`src/hdl/irhc_pkg.sv`:
```
package irhc_pkg;

   // crank validity thresholds for the running flag hysteresis
   localparam logic [2:0] DETECTED_LEVEL = 3'd1;
   localparam logic [2:0] SYNCED_LEVEL   = 3'd2;

   localparam int CSR_ADDR_W = 5;
   localparam int CSR_DATA_W = 32;

   typedef enum logic [2:0] {
      REG_DEBOUNCE_RISE = 3'd0,
      REG_DEBOUNCE_FALL = 3'd1,
      REG_HOLD_IGN      = 3'd2,
      REG_HOLD_COMP     = 3'd3,
      REG_HOLD_CRANK    = 3'd4,
      REG_MODE_FLAGS    = 3'd5
   } reg_index_type;

   typedef enum logic [1:0] {
      READ_OK        = 2'd0,
      READ_NOT_READY = 2'd1,
      READ_ERROR     = 2'd2
   } read_status_type;

   localparam int MODE_INVERT = 0;
   localparam int MODE_COMP   = 1;
   localparam int MODE_CRANK  = 2;
   localparam int MODE_RELAY  = 3;

   typedef struct packed {
      logic [31:0] debounce_rise_us;
      logic [31:0] debounce_fall_us;
      logic [31:0] hold_after_ignition_us;
      logic [31:0] hold_after_components_us;
      logic [31:0] hold_after_crank_us;
      logic [3:0]  mode_flags;
   } cfg_type;

   typedef struct packed {
      logic [31:0] now_us;
      logic        pin_level;
      logic [1:0]  read_status;
      logic        components_running;
      logic        crank_update;
      logic [2:0]  crank_validity;
      logic        relay_write_fails;
   } req_item_type;

   typedef struct packed {
      logic ignition_on;
      logic ignition_changed;
      logic relay_drive;
      logic relay_write;
      logic components_hold;
      logic crank_hold;
      logic input_error;
      logic relay_error;
   } rsp_item_type;

endpackage

```
`src/hdl/ignition_relay_hold_controller_top.sv`:
```
// Ignition relay hold controller. Each poll item enters an input register and is
// processed as it moves into the result register, in the next cycle unless the result
// is stalled: one item per clock sustained while rsp_stall is low. The debouncer, the three
// hold-off timers and the relay write/retry logic share one combinational pass that
// updates the controller state as the item moves to the result register, so items
// are handled strictly in order. req_stall rises only when both registers are full
// and the result is stalled. Registers sit at byte addresses 0x00 to 0x14 of the APB
// port and should be written while no item is in flight; after reset the relay drive
// is on until the hold-off times have run out.
module ignition_relay_hold_controller_top (
   input  logic                             clock,
   input  logic                             reset,
   input  logic                             req_valid,
   output logic                             req_stall,
   input  irhc_pkg::req_item_type           req_data,
   output logic                             rsp_valid,
   input  logic                             rsp_stall,
   output irhc_pkg::rsp_item_type           rsp_data,
   input  logic                             psel,
   input  logic                             penable,
   input  logic                             pwrite,
   input  logic [irhc_pkg::CSR_ADDR_W-1:0]  paddr,
   input  logic [irhc_pkg::CSR_DATA_W-1:0]  pwdata,
   output logic [irhc_pkg::CSR_DATA_W-1:0]  prdata,
   output logic                             pready
);
   import irhc_pkg::*;

   cfg_type      cfg;
   req_item_type item_ff;
   logic         item_valid_ff, item_valid_in;
   rsp_item_type rsp_data_ff;
   logic         rsp_valid_ff, rsp_valid_in;
   rsp_item_type result;
   logic         advance;
   logic         accept;

   irhc_csr u_csr (
      .clock   (clock),
      .reset   (reset),
      .psel    (psel),
      .penable (penable),
      .pwrite  (pwrite),
      .paddr   (paddr),
      .pwdata  (pwdata),
      .prdata  (prdata),
      .pready  (pready),
      .cfg     (cfg)
   );

   irhc_core u_core (
      .clock  (clock),
      .reset  (reset),
      .cfg    (cfg),
      .item   (item_ff),
      .fire   (advance),
      .result (result)
   );

   // advance the held item when the result register is free or being drained
   assign advance   = item_valid_ff && (!rsp_valid_ff || !rsp_stall);
   assign req_stall = item_valid_ff && !advance;
   assign accept    = req_valid && !req_stall;
   assign rsp_valid = rsp_valid_ff;
   assign rsp_data  = rsp_data_ff;

   always_comb begin
      item_valid_in = item_valid_ff;
      if (accept) begin
         item_valid_in = 1'b1;
      end else if (advance) begin
         item_valid_in = 1'b0;
      end
      rsp_valid_in = rsp_valid_ff;
      if (advance) begin
         rsp_valid_in = 1'b1;
      end else if (!rsp_stall) begin
         rsp_valid_in = 1'b0;
      end
   end

   always_ff @(posedge clock) begin
      if (reset) begin
         item_valid_ff <= 1'b0;
         rsp_valid_ff  <= 1'b0;
      end else begin
         item_valid_ff <= item_valid_in;
         rsp_valid_ff  <= rsp_valid_in;
      end
   end

   always_ff @(posedge clock) begin
      if (accept) begin
         item_ff <= req_data;
      end
      if (advance) begin
         rsp_data_ff <= result;
      end
   end

   advance_fills_result: assert property (@(posedge clock) disable iff (reset)
      advance |=> rsp_valid_ff)
      else $error("advanced item did not reach the result register");

   stall_only_when_full: assert property (@(posedge clock) disable iff (reset)
      req_stall |-> item_valid_ff && rsp_valid_ff && rsp_stall)
      else $error("input stalled with room in the pipeline");

   write_needs_relay: assert property (@(posedge clock) disable iff (reset)
      advance && result.relay_write |-> cfg.mode_flags[MODE_RELAY])
      else $error("relay write strobe without relay present");

endmodule

```
`src/hdl/irhc_csr.sv`:
```
module irhc_csr (
   input  logic                             clock,
   input  logic                             reset,
   input  logic                             psel,
   input  logic                             penable,
   input  logic                             pwrite,
   input  logic [irhc_pkg::CSR_ADDR_W-1:0]  paddr,
   input  logic [irhc_pkg::CSR_DATA_W-1:0]  pwdata,
   output logic [irhc_pkg::CSR_DATA_W-1:0]  prdata,
   output logic                             pready,
   output irhc_pkg::cfg_type                cfg
);
   import irhc_pkg::*;

   cfg_type       cfg_ff;
   cfg_type       cfg_in;
   reg_index_type index;
   logic          wr_en;

   assign index  = reg_index_type'(paddr[CSR_ADDR_W-1:2]);
   assign wr_en  = psel && penable && pwrite;
   assign pready = 1'b1;
   assign cfg    = cfg_ff;

   always_comb begin
      cfg_in = cfg_ff;
      if (wr_en) begin
         case (index)
            REG_DEBOUNCE_RISE: cfg_in.debounce_rise_us         = pwdata;
            REG_DEBOUNCE_FALL: cfg_in.debounce_fall_us         = pwdata;
            REG_HOLD_IGN:      cfg_in.hold_after_ignition_us   = pwdata;
            REG_HOLD_COMP:     cfg_in.hold_after_components_us = pwdata;
            REG_HOLD_CRANK:    cfg_in.hold_after_crank_us      = pwdata;
            REG_MODE_FLAGS:    cfg_in.mode_flags               = pwdata[3:0];
            default:           cfg_in = cfg_ff;
         endcase
      end
   end

   always_comb begin
      case (index)
         REG_DEBOUNCE_RISE: prdata = cfg_ff.debounce_rise_us;
         REG_DEBOUNCE_FALL: prdata = cfg_ff.debounce_fall_us;
         REG_HOLD_IGN:      prdata = cfg_ff.hold_after_ignition_us;
         REG_HOLD_COMP:     prdata = cfg_ff.hold_after_components_us;
         REG_HOLD_CRANK:    prdata = cfg_ff.hold_after_crank_us;
         REG_MODE_FLAGS:    prdata = {28'd0, cfg_ff.mode_flags};
         default:           prdata = '0;
      endcase
   end

   always_ff @(posedge clock) begin
      if (reset) begin
         cfg_ff <= '0;
      end else begin
         cfg_ff <= cfg_in;
      end
   end

endmodule

```
`src/hdl/irhc_core.sv`:
```
module irhc_core (
   input  logic                   clock,
   input  logic                   reset,
   input  irhc_pkg::cfg_type      cfg,
   input  irhc_pkg::req_item_type item,
   input  logic                   fire,
   output irhc_pkg::rsp_item_type result
);
   import irhc_pkg::*;

   logic        ign_state_ff,       ign_state_in;
   logic [31:0] level_stamp_ff,     level_stamp_in;
   logic [31:0] ign_off_stamp_ff,   ign_off_stamp_in;
   logic [31:0] comp_off_stamp_ff,  comp_off_stamp_in;
   logic [31:0] crank_off_stamp_ff, crank_off_stamp_in;
   logic        ign_hold_done_ff,   ign_hold_done_in;
   logic        comp_hold_done_ff,  comp_hold_done_in;
   logic        crank_hold_done_ff, crank_hold_done_in;
   logic        crank_running_ff,   crank_running_in;
   logic        applied_drive_ff,   applied_drive_in;
   logic        input_err_ff,       input_err_in;
   logic        relay_err_ff,       relay_err_in;

   logic        level;
   logic        changed;
   logic        comp_trig;
   logic        crank_trig;
   logic        drive;
   logic        strobe;
   logic [31:0] span;
   logic [31:0] now;

   assign now = item.now_us;

   always_comb begin
      crank_running_in   = crank_running_ff;
      input_err_in       = input_err_ff;
      level              = ign_state_ff;
      ign_state_in       = ign_state_ff;
      level_stamp_in     = level_stamp_ff;
      ign_off_stamp_in   = ign_off_stamp_ff;
      ign_hold_done_in   = ign_hold_done_ff;
      comp_off_stamp_in  = comp_off_stamp_ff;
      comp_hold_done_in  = comp_hold_done_ff;
      crank_off_stamp_in = crank_off_stamp_ff;
      crank_hold_done_in = crank_hold_done_ff;
      applied_drive_in   = applied_drive_ff;
      relay_err_in       = relay_err_ff;
      changed            = 1'b0;
      strobe             = 1'b0;

      // crank level is applied before this item's poll
      if (item.crank_update) begin
         if (item.crank_validity < DETECTED_LEVEL) begin
            crank_running_in = 1'b0;
         end else if (item.crank_validity >= SYNCED_LEVEL) begin
            crank_running_in = 1'b1;
         end
      end

      case (read_status_type'(item.read_status))
         READ_OK:        level = item.pin_level ^ cfg.mode_flags[MODE_INVERT];
         READ_NOT_READY: level = ign_state_ff;
         default:        input_err_in = 1'b1;
      endcase

      span = level ? cfg.debounce_rise_us : cfg.debounce_fall_us;
      if (level != ign_state_ff) begin
         if (now - level_stamp_ff >= span) begin
            ign_state_in   = level;
            level_stamp_in = now;
            changed        = 1'b1;
         end
      end else begin
         level_stamp_in = now;
      end

      if (ign_state_in) begin
         ign_off_stamp_in = now;
         ign_hold_done_in = 1'b0;
      end else if (!ign_hold_done_ff &&
                   (now - ign_off_stamp_ff >= cfg.hold_after_ignition_us)) begin
         ign_hold_done_in = 1'b1;
      end

      comp_trig = 1'b0;
      if (!cfg.mode_flags[MODE_COMP]) begin
         comp_off_stamp_in = now;
         comp_hold_done_in = 1'b1;
      end else if (item.components_running) begin
         comp_trig         = 1'b1;
         comp_off_stamp_in = now;
         comp_hold_done_in = 1'b0;
      end else if (!comp_hold_done_ff &&
                   (now - comp_off_stamp_ff >= cfg.hold_after_components_us)) begin
         comp_hold_done_in = 1'b1;
      end

      crank_trig = 1'b0;
      if (!cfg.mode_flags[MODE_CRANK]) begin
         crank_off_stamp_in = now;
         crank_hold_done_in = 1'b1;
      end else if (crank_running_in) begin
         crank_trig         = 1'b1;
         crank_off_stamp_in = now;
         crank_hold_done_in = 1'b0;
      end else if (!crank_hold_done_ff &&
                   (now - crank_off_stamp_ff >= cfg.hold_after_crank_us)) begin
         crank_hold_done_in = 1'b1;
      end

      drive = ign_state_in || !ign_hold_done_in || comp_trig || !comp_hold_done_in ||
              crank_trig || !crank_hold_done_in;

      // hold applied drive on a failed write so the next item retries
      if (drive != applied_drive_ff) begin
         if (cfg.mode_flags[MODE_RELAY]) begin
            strobe = 1'b1;
            if (item.relay_write_fails) begin
               relay_err_in = 1'b1;
            end else begin
               applied_drive_in = drive;
            end
         end else begin
            applied_drive_in = drive;
         end
      end
   end

   always_comb begin
      result.ignition_on      = ign_state_in;
      result.ignition_changed = changed;
      result.relay_drive      = drive;
      result.relay_write      = strobe;
      result.components_hold  = comp_trig;
      result.crank_hold       = crank_trig;
      result.input_error      = input_err_in;
      result.relay_error      = relay_err_in;
   end

   always_ff @(posedge clock) begin
      if (reset) begin
         ign_state_ff       <= 1'b0;
         level_stamp_ff     <= '0;
         ign_off_stamp_ff   <= '0;
         comp_off_stamp_ff  <= '0;
         crank_off_stamp_ff <= '0;
         ign_hold_done_ff   <= 1'b0;
         comp_hold_done_ff  <= 1'b0;
         crank_hold_done_ff <= 1'b0;
         crank_running_ff   <= 1'b0;
         applied_drive_ff   <= 1'b0;
         input_err_ff       <= 1'b0;
         relay_err_ff       <= 1'b0;
      end else if (fire) begin
         ign_state_ff       <= ign_state_in;
         level_stamp_ff     <= level_stamp_in;
         ign_off_stamp_ff   <= ign_off_stamp_in;
         comp_off_stamp_ff  <= comp_off_stamp_in;
         crank_off_stamp_ff <= crank_off_stamp_in;
         ign_hold_done_ff   <= ign_hold_done_in;
         comp_hold_done_ff  <= comp_hold_done_in;
         crank_hold_done_ff <= crank_hold_done_in;
         crank_running_ff   <= crank_running_in;
         applied_drive_ff   <= applied_drive_in;
         input_err_ff       <= input_err_in;
         relay_err_ff       <= relay_err_in;
      end
   end

   sticky_input_err: assert property (@(posedge clock) disable iff (reset)
      input_err_ff |=> input_err_ff)
      else $error("input error flag cleared outside reset");

   sticky_relay_err: assert property (@(posedge clock) disable iff (reset)
      relay_err_ff |=> relay_err_ff)
      else $error("relay error flag cleared outside reset");

   change_pulse: assert property (@(posedge clock) disable iff (reset)
      fire && result.ignition_changed |=> ign_state_ff != $past(ign_state_ff))
      else $error("ignition change reported without state change");

endmodule
```
`config.mk`:
```
export PLATFORM = sky130hd
export DESIGN_NAME = ignition_relay_hold_controller_top
export DESIGN_NICKNAME = d
export VERILOG_FILES = /design/src/hdl/irhc_pkg.sv /design/src/hdl/ignition_relay_hold_controller_top.sv /design/src/hdl/irhc_csr.sv /design/src/hdl/irhc_core.sv
export SDC_FILE = /design/constraint.sdc
export NUM_CORES = 1
export LEC_CHECK = 0
export BUFFER_PORTS_ARGS = -buffer_cell sky130_fd_sc_hd__buf_2
export CAP_MARGIN = 20
export CORE_MARGIN = 10
export CORE_UTILIZATION = 30
export CTS_CLUSTER_SIZE = 30
export DETAILED_ROUTE_END_ITERATION = 10
export SYNTH_ARGS = -nofsm -noshare
export SYNTH_HDL_FRONTEND = slang
export SYNTH_HIERARCHICAL = 1
export SYNTH_SLANG_ARGS = --single-unit
export TNS_END_PERCENT = 30
```
`constraint.sdc`:
```
create_clock -name clock -period 7.7 [get_ports clock]
set_input_delay 0.77 -clock clock [delete_from_list [all_inputs] [get_ports clock]]
set_output_delay 0.77 -clock clock [all_outputs]
set_load 0.01 [all_outputs]
```
==> impl_metrics.tcl, run 1 <==
set metrics [dict create \
    status "finished clean" \
    finalNetCount 3188 \
    avgViaCountPerCell 5.022 \
    crit_path_buffers_inverters 2 \
    place.port_buffers 124 \
    startpoint_type "flop" \
    critPathArrivalTime_ps 7020 \
    hpwl_um 55830 \
    final_min_period_over_clock_period 0.8688 \
    ys_seq_area_frac 0.3114 \
    timing.final.hold_violations 0 \
    r2r_slack_ps 1010 \
    detailroute.wirelength.met2_um 30830 \
    static_leak_nw 11.71 \
    ir_worst_vdd_mv 0.1650 \
    rows 103 \
    period_minus_slack_ps 6689 \
    yosys-top-cells-area "sky130_fd_sc_hd__dfxtp_1 25%, sky130_fd_sc_hd__ha_1 13%, sky130_fd_sc_hd__mux2i_1 11%" \
    worstPathMaxFanout 5 \
    core-area_um2 79390 \
    synth-edff-count 49 \
    clkLatencyLatePin_ps 590 \
    ios 128 \
    slew_viol_final 0 \
    antenna_found_initial 8 \
    grt_pass1_vias 18792 \
    worst_r2r_path_depth 23 \
    numCtsBuffers 44 \
    worstReg2RegEnd "rsp_data[0]" \
    postSynthCellCount 2767 \
    yosys.cell_types.count 85 \
    worst-setup-path-type "flop to flop" \
    firstDrtPassIters 8 \
    die_w_um 303.7 \
    ant_nets 0 \
    clock-skew-final_ps 34.37 \
    initial_utilization 0.3041 \
    detail_route.drc_violations 0 \
    worst_setup_path_startpoint "item_ff[9]" \
    finish.cell_count_without_fillers 3932 \
    timing_worst_slew_pin_value_ps 1049 \
    worstReg2RegStart "item_ff[9]" \
    grt_setup_unrepaired "no" \
    path_depth 23 \
    synth_async_sr_flop_share 0 \
    layout-area-overhead-vs-synth_pct 13.29 \
    cts.repair_timing.setup_buffer_count 0 \
    synth_area_per_cell_um2 8.724 \
    filler_cell_count 8263 \
    overflow 0 \
    critical-path-max-stage-delay_ps 780 \
    drv_cap 0 \
    cts.reportedPaths.clkPinSlew_ps 60 \
    ctsRootBufferMaster "sky130_fd_sc_hd__clkbuf_16" \
    setup_violations 0 \
    drt_iter0_drc 1508 \
    post_route_cells_drive_above_1_share 0.1069 \
    worst-endpoint-required_ps 8030 \
    synth_top_area_frac 0.2505 \
    global_route.usage.total 0.1549 \
    delay_heaviest_family_cp "compound AO/OA/AOI/OAI gates" \
    met3RoutedLength_um 5220 \
    postSynthNetCount 3108 \
    fin_tns_setup_ps 0 \
    final_common_cell "sky130_fd_sc_hd__dfxtp_1" \
    grt_pass1_wl_um 113500 \
    ys.warnings.count 6 \
    pin_count_of_the_biggest_net_entering_global_routing 238 \
    yosys_register_bits 351 \
    ctsLongestPathBuffers 3 \
    critical-path-slowest-cell "sky130_fd_sc_hd__or4b_1" \
    wirelength_met1_um 37180 \
    slew_headroom 0.2999 \
    dominantRegCellSynth "sky130_fd_sc_hd__dfxtp_1" \
    power_density_nw_per_um2 196.8 \
    die_height_um 303.7 \
    finalWirelength_um 74690 \
    hold_class "input pin to flop" \
    synth_top_cell_by_area "sky130_fd_sc_hd__dfxtp_1" \
    routed-via-count 19745 \
    p_total_w 0.005381 \
    worst_setup_path_end_kind "flop" \
    ctsResizeCount 0 \
    routed_wire_length_per_instance_um 19.00 \
    cts-hold-fix-buffers 0 \
    max_freq_ghz 0.1495 \
    die_area_um2 92210 \
    mostFrequentLayoutCells "302 x sky130_fd_sc_hd__dfxtp_1, 271 x sky130_fd_sc_hd__mux2i_1, 252 x sky130_fd_sc_hd__ha_1" \
    tritoncts_num_sinks 351 \
    synth.cell_area_um2 24140 \
    max_layer_used "met5" \
    endpoint "rsp_data[0]" \
    cts_tree "yes" \
    routabilityCongestion 0.8766 \
    place_inst 3848 \
    crit_path_cell_trace "inv_1 > ha_1 > inv_1 > fa_1 > a21o_1 > a2111oi_0 > o21ai_0 > a211oi_2 > a21bo_2 > o21ai_1 > a211o_1 > a21oi_1 > xnor2_1 > ha_1 > nand4_1 > nor4_1 > a211oi_1 > o211ai_1 > a21o_1 > a41oi_1 > or4b_1 > xor2_1 > a31o_1" \
    htree_levels 2 \
]
[logic make-up (layout without fill, tap and decap cells)]
kind of cell / Yosys count / count (layout) / share of synthesized area
DFF: 351 / 351 / 0.3114
and+or+nand+nor: 774 / 774 / 0.1608
other: 1 / 3 / 0.0001553
buffers and inverters: 369 / 482 / 0.06277
AOI/OAI and AO/OA: 589 / 589 / 0.1577
muxes: 312 / 312 / 0.1315
adders and majority gates: 256 / 256 / 0.1339
xor gates and xnor gates: 115 / 115 / 0.04173
[layer usage]
layer | global-route usage | up-vias
met1 | 0.2250 | 9321
met4 | 0.03727 | 14
met3 | 0.03272 | 86
li1 | - | 9815
met2 | 0.2281 | 509
met5 | 0 | -
[worst reg2reg max path, cell delays in order, from the launching register on]
cell and delay (ps):
sky130_fd_sc_hd__edfxtp_1 450, sky130_fd_sc_hd__inv_1 230, sky130_fd_sc_hd__ha_1 210, sky130_fd_sc_hd__inv_1 60, sky130_fd_sc_hd__fa_1 400, sky130_fd_sc_hd__a21o_1 180
sky130_fd_sc_hd__a2111oi_0 540, sky130_fd_sc_hd__o21ai_0 330, sky130_fd_sc_hd__a211oi_2 410, sky130_fd_sc_hd__a21bo_2 220, sky130_fd_sc_hd__o21ai_1 120, sky130_fd_sc_hd__a211o_1 270
sky130_fd_sc_hd__a21oi_1 190, sky130_fd_sc_hd__xnor2_1 90, sky130_fd_sc_hd__ha_1 280, sky130_fd_sc_hd__nand4_1 160, sky130_fd_sc_hd__nor4_1 540, sky130_fd_sc_hd__a211oi_1 160
sky130_fd_sc_hd__o211ai_1 120, sky130_fd_sc_hd__a21o_1 130, sky130_fd_sc_hd__a41oi_1 90, sky130_fd_sc_hd__or4b_1 780, sky130_fd_sc_hd__xor2_1 240, sky130_fd_sc_hd__a31o_1 230
[cells in the mapped netlist, types with 11 or more instances]
cell / n
sky130_fd_sc_hd__nand4_1: 21
sky130_fd_sc_hd__mux2i_1: 271
sky130_fd_sc_hd__mux2_2: 41
sky130_fd_sc_hd__nor2_1: 147
sky130_fd_sc_hd__xor2_1: 32
sky130_fd_sc_hd__buf_2: 20
sky130_fd_sc_hd__o211ai_1: 13
sky130_fd_sc_hd__inv_1: 251
sky130_fd_sc_hd__a211oi_1: 16
sky130_fd_sc_hd__a21oi_1: 205
sky130_fd_sc_hd__clkbuf_1: 63
sky130_fd_sc_hd__a22oi_1: 30
sky130_fd_sc_hd__nand2_1: 231
sky130_fd_sc_hd__nor2b_1: 26
sky130_fd_sc_hd__o21bai_1: 11
sky130_fd_sc_hd__nand3_1: 47
sky130_fd_sc_hd__o21a_1: 23
sky130_fd_sc_hd__dfxtp_1: 302
sky130_fd_sc_hd__o21ai_0: 87
sky130_fd_sc_hd__buf_4: 18
sky130_fd_sc_hd__nor3_1: 18
sky130_fd_sc_hd__o221ai_1: 12
sky130_fd_sc_hd__ha_1: 252
sky130_fd_sc_hd__a21o_1: 84
sky130_fd_sc_hd__and3_1: 11
sky130_fd_sc_hd__buf_1: 11
sky130_fd_sc_hd__nand2b_1: 213
sky130_fd_sc_hd__a31oi_1: 17
sky130_fd_sc_hd__xnor2_1: 83
sky130_fd_sc_hd__edfxtp_1: 49
[state kept, by name, summed over array words and instances, names as in the netlist]
signal and flops:
u_csr/cfg 164, item_ff 41, u_core/comp_off_stamp_ff 32, u_core/crank_off_stamp_ff 32, u_core/ign_off_stamp_ff 32, u_core/level_stamp_ff 32, rsp_data 8, item_valid_ff 1
rsp_valid 1, u_core/applied_drive_ff 1, u_core/comp_hold_done_ff 1, u_core/crank_hold_done_ff 1, u_core/crank_running_ff 1, u_core/ign_hold_done_ff 1, u_core/ign_state_ff 1, u_core/input_err_ff 1
u_core/relay_err_ff 1
[where the power goes]
part | internal, W | switching, W | leakage, nW | total, W
registers | 0.00191 | 0.0000567 | 2.93 | 0.00197
logic | 0.000500 | 0.000713 | 8.04 | 0.00121
clock network | 0.00133 | 0.000863 | 0.743 | 0.00220
total | 0.00375 | 0.00163 | 11.7 | 0.00538
[how the worst min path moves through the flow]
stage	start	end	slack [ps]	cells after the start
2_1_floorplan	u_core/input_err_ff	u_core/input_err_ff	430	2
3_3_place_gp	u_core/input_err_ff	u_core/input_err_ff	440	2
3_5_place_dp	u_core/crank_off_stamp_ff[17]	u_core/crank_off_stamp_ff[17]	450	2
4_1_cts	req_data[25]	item_ff[25]	330	1
5_1_grt	req_data[25]	item_ff[25]	340	1
6_report	req_data[25]	item_ff[25]	370	1
[per-stage QoR]
stage | cell area (um^2) | utilization | hold slack (ps) | setup WS (ps)
final | 27350 | 0.3445 | 368.0 | 1011
after global routing | 27340 | 0.3444 | 338.9 | 743.3
after CTS | 27290 | 0.3437 | 327.0 | 1126
after detailed placement | 25750 | 0.3244 | 446.3 | 1131
after global placement | 25750 | 0.3244 | 441.0 | 1164
after floorplan | 24140 | - | 429.3 | 2247
[area by class of cell]
class                   instances  area [um^2]  area share
clock inverters                19        247.7    0.009058
flip-flops and latches        351         7517      0.2749
well taps                    1050         1314     0.04804
repair buffers                151        879.6     0.03216
diodes                          2        5.005   0.0001830
multi-input cells            2047        15160      0.5542
clock buffers                  60         1284     0.04694
inverters                     252        945.9     0.03459
Power figures use the tool's default switching activity.
==> run 2: changes to the inputs <==
--- a/config.mk
+++ b/config.mk
@@ -7,2 +7,3 @@
 export LEC_CHECK = 0
+export ABC_AREA = 1
 export BUFFER_PORTS_ARGS = -buffer_cell sky130_fd_sc_hd__buf_2
@@ -17,2 +18,2 @@
 export SYNTH_SLANG_ARGS = --single-unit
-export TNS_END_PERCENT = 30
+export TNS_END_PERCENT = 20
==> constraint.sdc (replaced) <==
create_clock -name clock -period 7.7 [get_ports clock]
set_input_delay 1.155 -clock clock [delete_from_list [all_inputs] [get_ports clock]]
set_output_delay 1.155 -clock clock [all_outputs]
set_load 0.01 [all_outputs]
==> impl_metrics.tcl, run 2 <==
set metrics [dict create \
    status "finished clean" \
    yosys_register_bits 351 \
    synth_async_sr_flop_share 0 \
    mostFrequentLayoutCells "650 x sky130_fd_sc_hd__nand2_1, 544 x sky130_fd_sc_hd__nor2_1, 448 x sky130_fd_sc_hd__inv_1" \
    postSynthCellCount 3556 \
    met1_usage 0.2329 \
    slew_viol_final 0 \
    synth_top_cell_by_area "sky130_fd_sc_hd__dfxtp_1" \
    critical-path-slowest-cell "sky130_fd_sc_hd__nand2_2" \
    filler_cell_count 8654 \
    ys_seq_area_frac 0.3079 \
    worst-setup-path-type "flop to flop" \
    initial_utilization 0.3031 \
    grt_pass1_vias 20793 \
    grt_setup_unrepaired "no" \
    postLayoutCoreUtil 0.3408 \
    ctsResizeCount 0 \
    p_total_w 0.005722 \
    routed-via-count 23010 \
    worst_setup_path_end_kind "flop" \
    startpoint_type "flop" \
    numCtsBuffers 44 \
    worstReg2RegStart "item_ff[9]" \
    global_route.usage.total 0.1753 \
    slew_headroom 0.2333 \
    ctsRootBufferMaster "sky130_fd_sc_hd__clkbuf_16" \
    finalNetCount 3958 \
    delay_heaviest_family_cp "simple AND/OR/NAND/NOR gates" \
    hpwl_um 64220 \
    yosys.cell_types.count 49 \
    setup_violations 0 \
    die_w_um 305.3 \
    cts.repair_timing.setup_buffer_count 0 \
    seq_area_um2 7517 \
    worst-endpoint-required_ps 8150 \
    groute.layer.met3.usage 0.02255 \
    grt_pass1_wl_um 128900 \
    tritoncts_num_sinks 351 \
    worstReg2RegEnd "u_core/level_stamp_ff[0]" \
    place_inst 4630 \
    synth.cells.most_frequent "651 x sky130_fd_sc_hd__nand2_1, 547 x sky130_fd_sc_hd__nor2_1, 452 x sky130_fd_sc_hd__inv_1" \
    dominantRegCellSynth "sky130_fd_sc_hd__dfxtp_1" \
    final_common_cell "sky130_fd_sc_hd__nand2_1" \
    rows 104 \
    clock-skew-final_ps 31.00 \
    grtUsageMet2 0.2888 \
    finish.cell_count_without_fillers 4713 \
    pin_count_of_the_biggest_net_entering_global_routing 84 \
    finalWirelength_um 85710 \
    multi_input_area_um2 14540 \
    avgViaCountPerCell 4.882 \
    die_area_um2 93190 \
    overflow 0 \
    cts.reportedPaths.clkPinSlew_ps 60 \
    ios 128 \
    drt_iter0_drc 2205 \
    routed_wire_length_per_instance_um 18.19 \
    clkLatencyLatePin_ps 600 \
    static_leak_nw 11.82 \
    ys.warnings.count 6 \
    post_route_cells_drive_above_1_share 0.07558 \
    antenna_found_initial 0 \
    cts_tree "yes" \
    hold_class "flop to flop" \
    min_to "u_core/crank_off_stamp_ff[19]" \
    top_usage_layer "met2" \
    synth_most_common_cell "sky130_fd_sc_hd__nand2_1" \
    drv_cap 0 \
    fin_tns_setup_ps 0 \
    ctsLongestPathBuffers 3 \
    yosys-top-cells-area "sky130_fd_sc_hd__dfxtp_1 25%, sky130_fd_sc_hd__ha_1 13%, sky130_fd_sc_hd__nand2_1 10%" \
    r2r_slack_ps 2310 \
    layout-area-overhead-vs-synth_pct 12.45 \
    die_height_um 305.3 \
    postSynthNetCount 3897 \
    final_min_period_over_clock_period 0.7002 \
    worstPathMaxFanout 62 \
    period_minus_slack_ps 5392 \
    routabilityCongestion 0.9362 \
    synth.cell_area_um2 24410 \
    critical_path.most_common_cell "sky130_fd_sc_hd__nand2_1" \
    detail_route.drc_violations 0 \
    synth-edff-count 49 \
    crit_path_buffers_inverters 4 \
    max_freq_ghz 0.1855 \
    path_depth 25 \
    critical-path-max-stage-delay_ps 720 \
    timing.final.hold_violations 0 \
    largest_register_ff_count 164 \
    power_density_nw_per_um2 208.4 \
    worst_hold_path.num_cells 2 \
    place.port_buffers 124 \
    timing_worst_slew_pin_value_ps 1149 \
    ir_worst_vdd_mv 0.1126 \
    core-area_um2 80550 \
    htree_levels 2 \
    ant_nets 0 \
    synth_area_per_cell_um2 6.865 \
    synth_top_area_frac 0.2476 \
    min_from "u_core/crank_off_stamp_ff[19]" \
    firstDrtPassIters 6 \
    critPathArrivalTime_ps 5840 \
    cts-hold-fix-buffers 0 \
    worst_r2r_path_depth 25 \
]
run 2: worst register-to-register path, stage by stage (launching register included):
cell	delay (ps)
sky130_fd_sc_hd__edfxtp_1	450
sky130_fd_sc_hd__inv_1	410
sky130_fd_sc_hd__ha_1	310
sky130_fd_sc_hd__inv_1	70
sky130_fd_sc_hd__fa_1	430
sky130_fd_sc_hd__a31o_2	290
sky130_fd_sc_hd__a21oi_1	210
sky130_fd_sc_hd__nor2_1	60
sky130_fd_sc_hd__nor2_1	190
sky130_fd_sc_hd__o21ai_0	190
sky130_fd_sc_hd__xor2_1	260
sky130_fd_sc_hd__ha_1	270
sky130_fd_sc_hd__nand2_1	80
sky130_fd_sc_hd__a21oi_1	40
sky130_fd_sc_hd__nor2_1	80
sky130_fd_sc_hd__nand2_1	60
sky130_fd_sc_hd__nor2_1	80
sky130_fd_sc_hd__nand2_1	180
sky130_fd_sc_hd__nand2_1	170
sky130_fd_sc_hd__nand2_1	100
sky130_fd_sc_hd__inv_1	80
sky130_fd_sc_hd__nand3_1	80
sky130_fd_sc_hd__nand2_2	720
sky130_fd_sc_hd__inv_1	180
sky130_fd_sc_hd__o21ai_0	190
sky130_fd_sc_hd__a21oi_1	50
run 2: worst max path at each step:
stage,startpoint,end,slack (ps)
final,item_ff[9],u_core/level_stamp_ff[0],2310
after global routing,item_ff[9],u_core/level_stamp_ff[0],1880
after CTS,item_ff[9],u_core/ign_off_stamp_ff[7],2270
after detailed placement,item_ff[9],u_core/ign_off_stamp_ff[7],2290
after global placement,item_ff[9],u_core/ign_off_stamp_ff[3],2330
after floorplan,item_ff[9],rsp_data[4],3800
run 2: report_power, final:
part           switching [W]  internal [W]  total [W]
sequential         0.0000543       0.00194    0.00199
clock               0.000885       0.00125    0.00213
combinational        0.00102      0.000572    0.00160
total                0.00196       0.00376    0.00572
run 2: cell families after synthesis:
| group | after synthesis | synth area share |
|---|---|---|
| XOR/XNOR | 122 | 0.04377 |
| AND/OR/NAND/NOR | 1541 | 0.2610 |
| multiplexers | 31 | 0.01271 |
| flip-flops | 351 | 0.3079 |
| AO/OA/AOI/OAI | 656 | 0.1448 |
| other | 1 | 0.0001536 |
| buffers and inverters | 598 | 0.09717 |
| adder cells (fa/ha/maj) | 256 | 0.1324 |
run 2: routing by layer:
layer,up-vias,routed length (um)
li1,11758,-
met1,10525,38970
met2,616,39380
met3,111,4580
met4,0,2769
met5,-,0
run 2: layout make-up:
| cell class | count | share of cell area |
|---|---|---|
| multi-input cells | 2607 | 0.5297 |
| flip-flops and latches | 351 | 0.2738 |
| inverters | 456 | 0.06248 |
| clock buffers | 69 | 0.04949 |
| well taps | 1060 | 0.04831 |
| repair buffers | 157 | 0.03208 |
| clock inverters | 12 | 0.004011 |
| diodes | 1 | 0.00009115 |
run 2: stage by stage:
step | area [um^2] | setup WS, ps | hold WS [ps]
2_1_floorplan | 24410 | 3799 | 429.3
3_3_place_gp | 25960 | 2331 | 441.6
3_5_place_dp | 25960 | 2294 | 450.8
4_1_cts | 27430 | 2270 | 459.7
5_1_grt | 27450 | 1876 | 471.8
6_report | 27450 | 2308 | 457.3
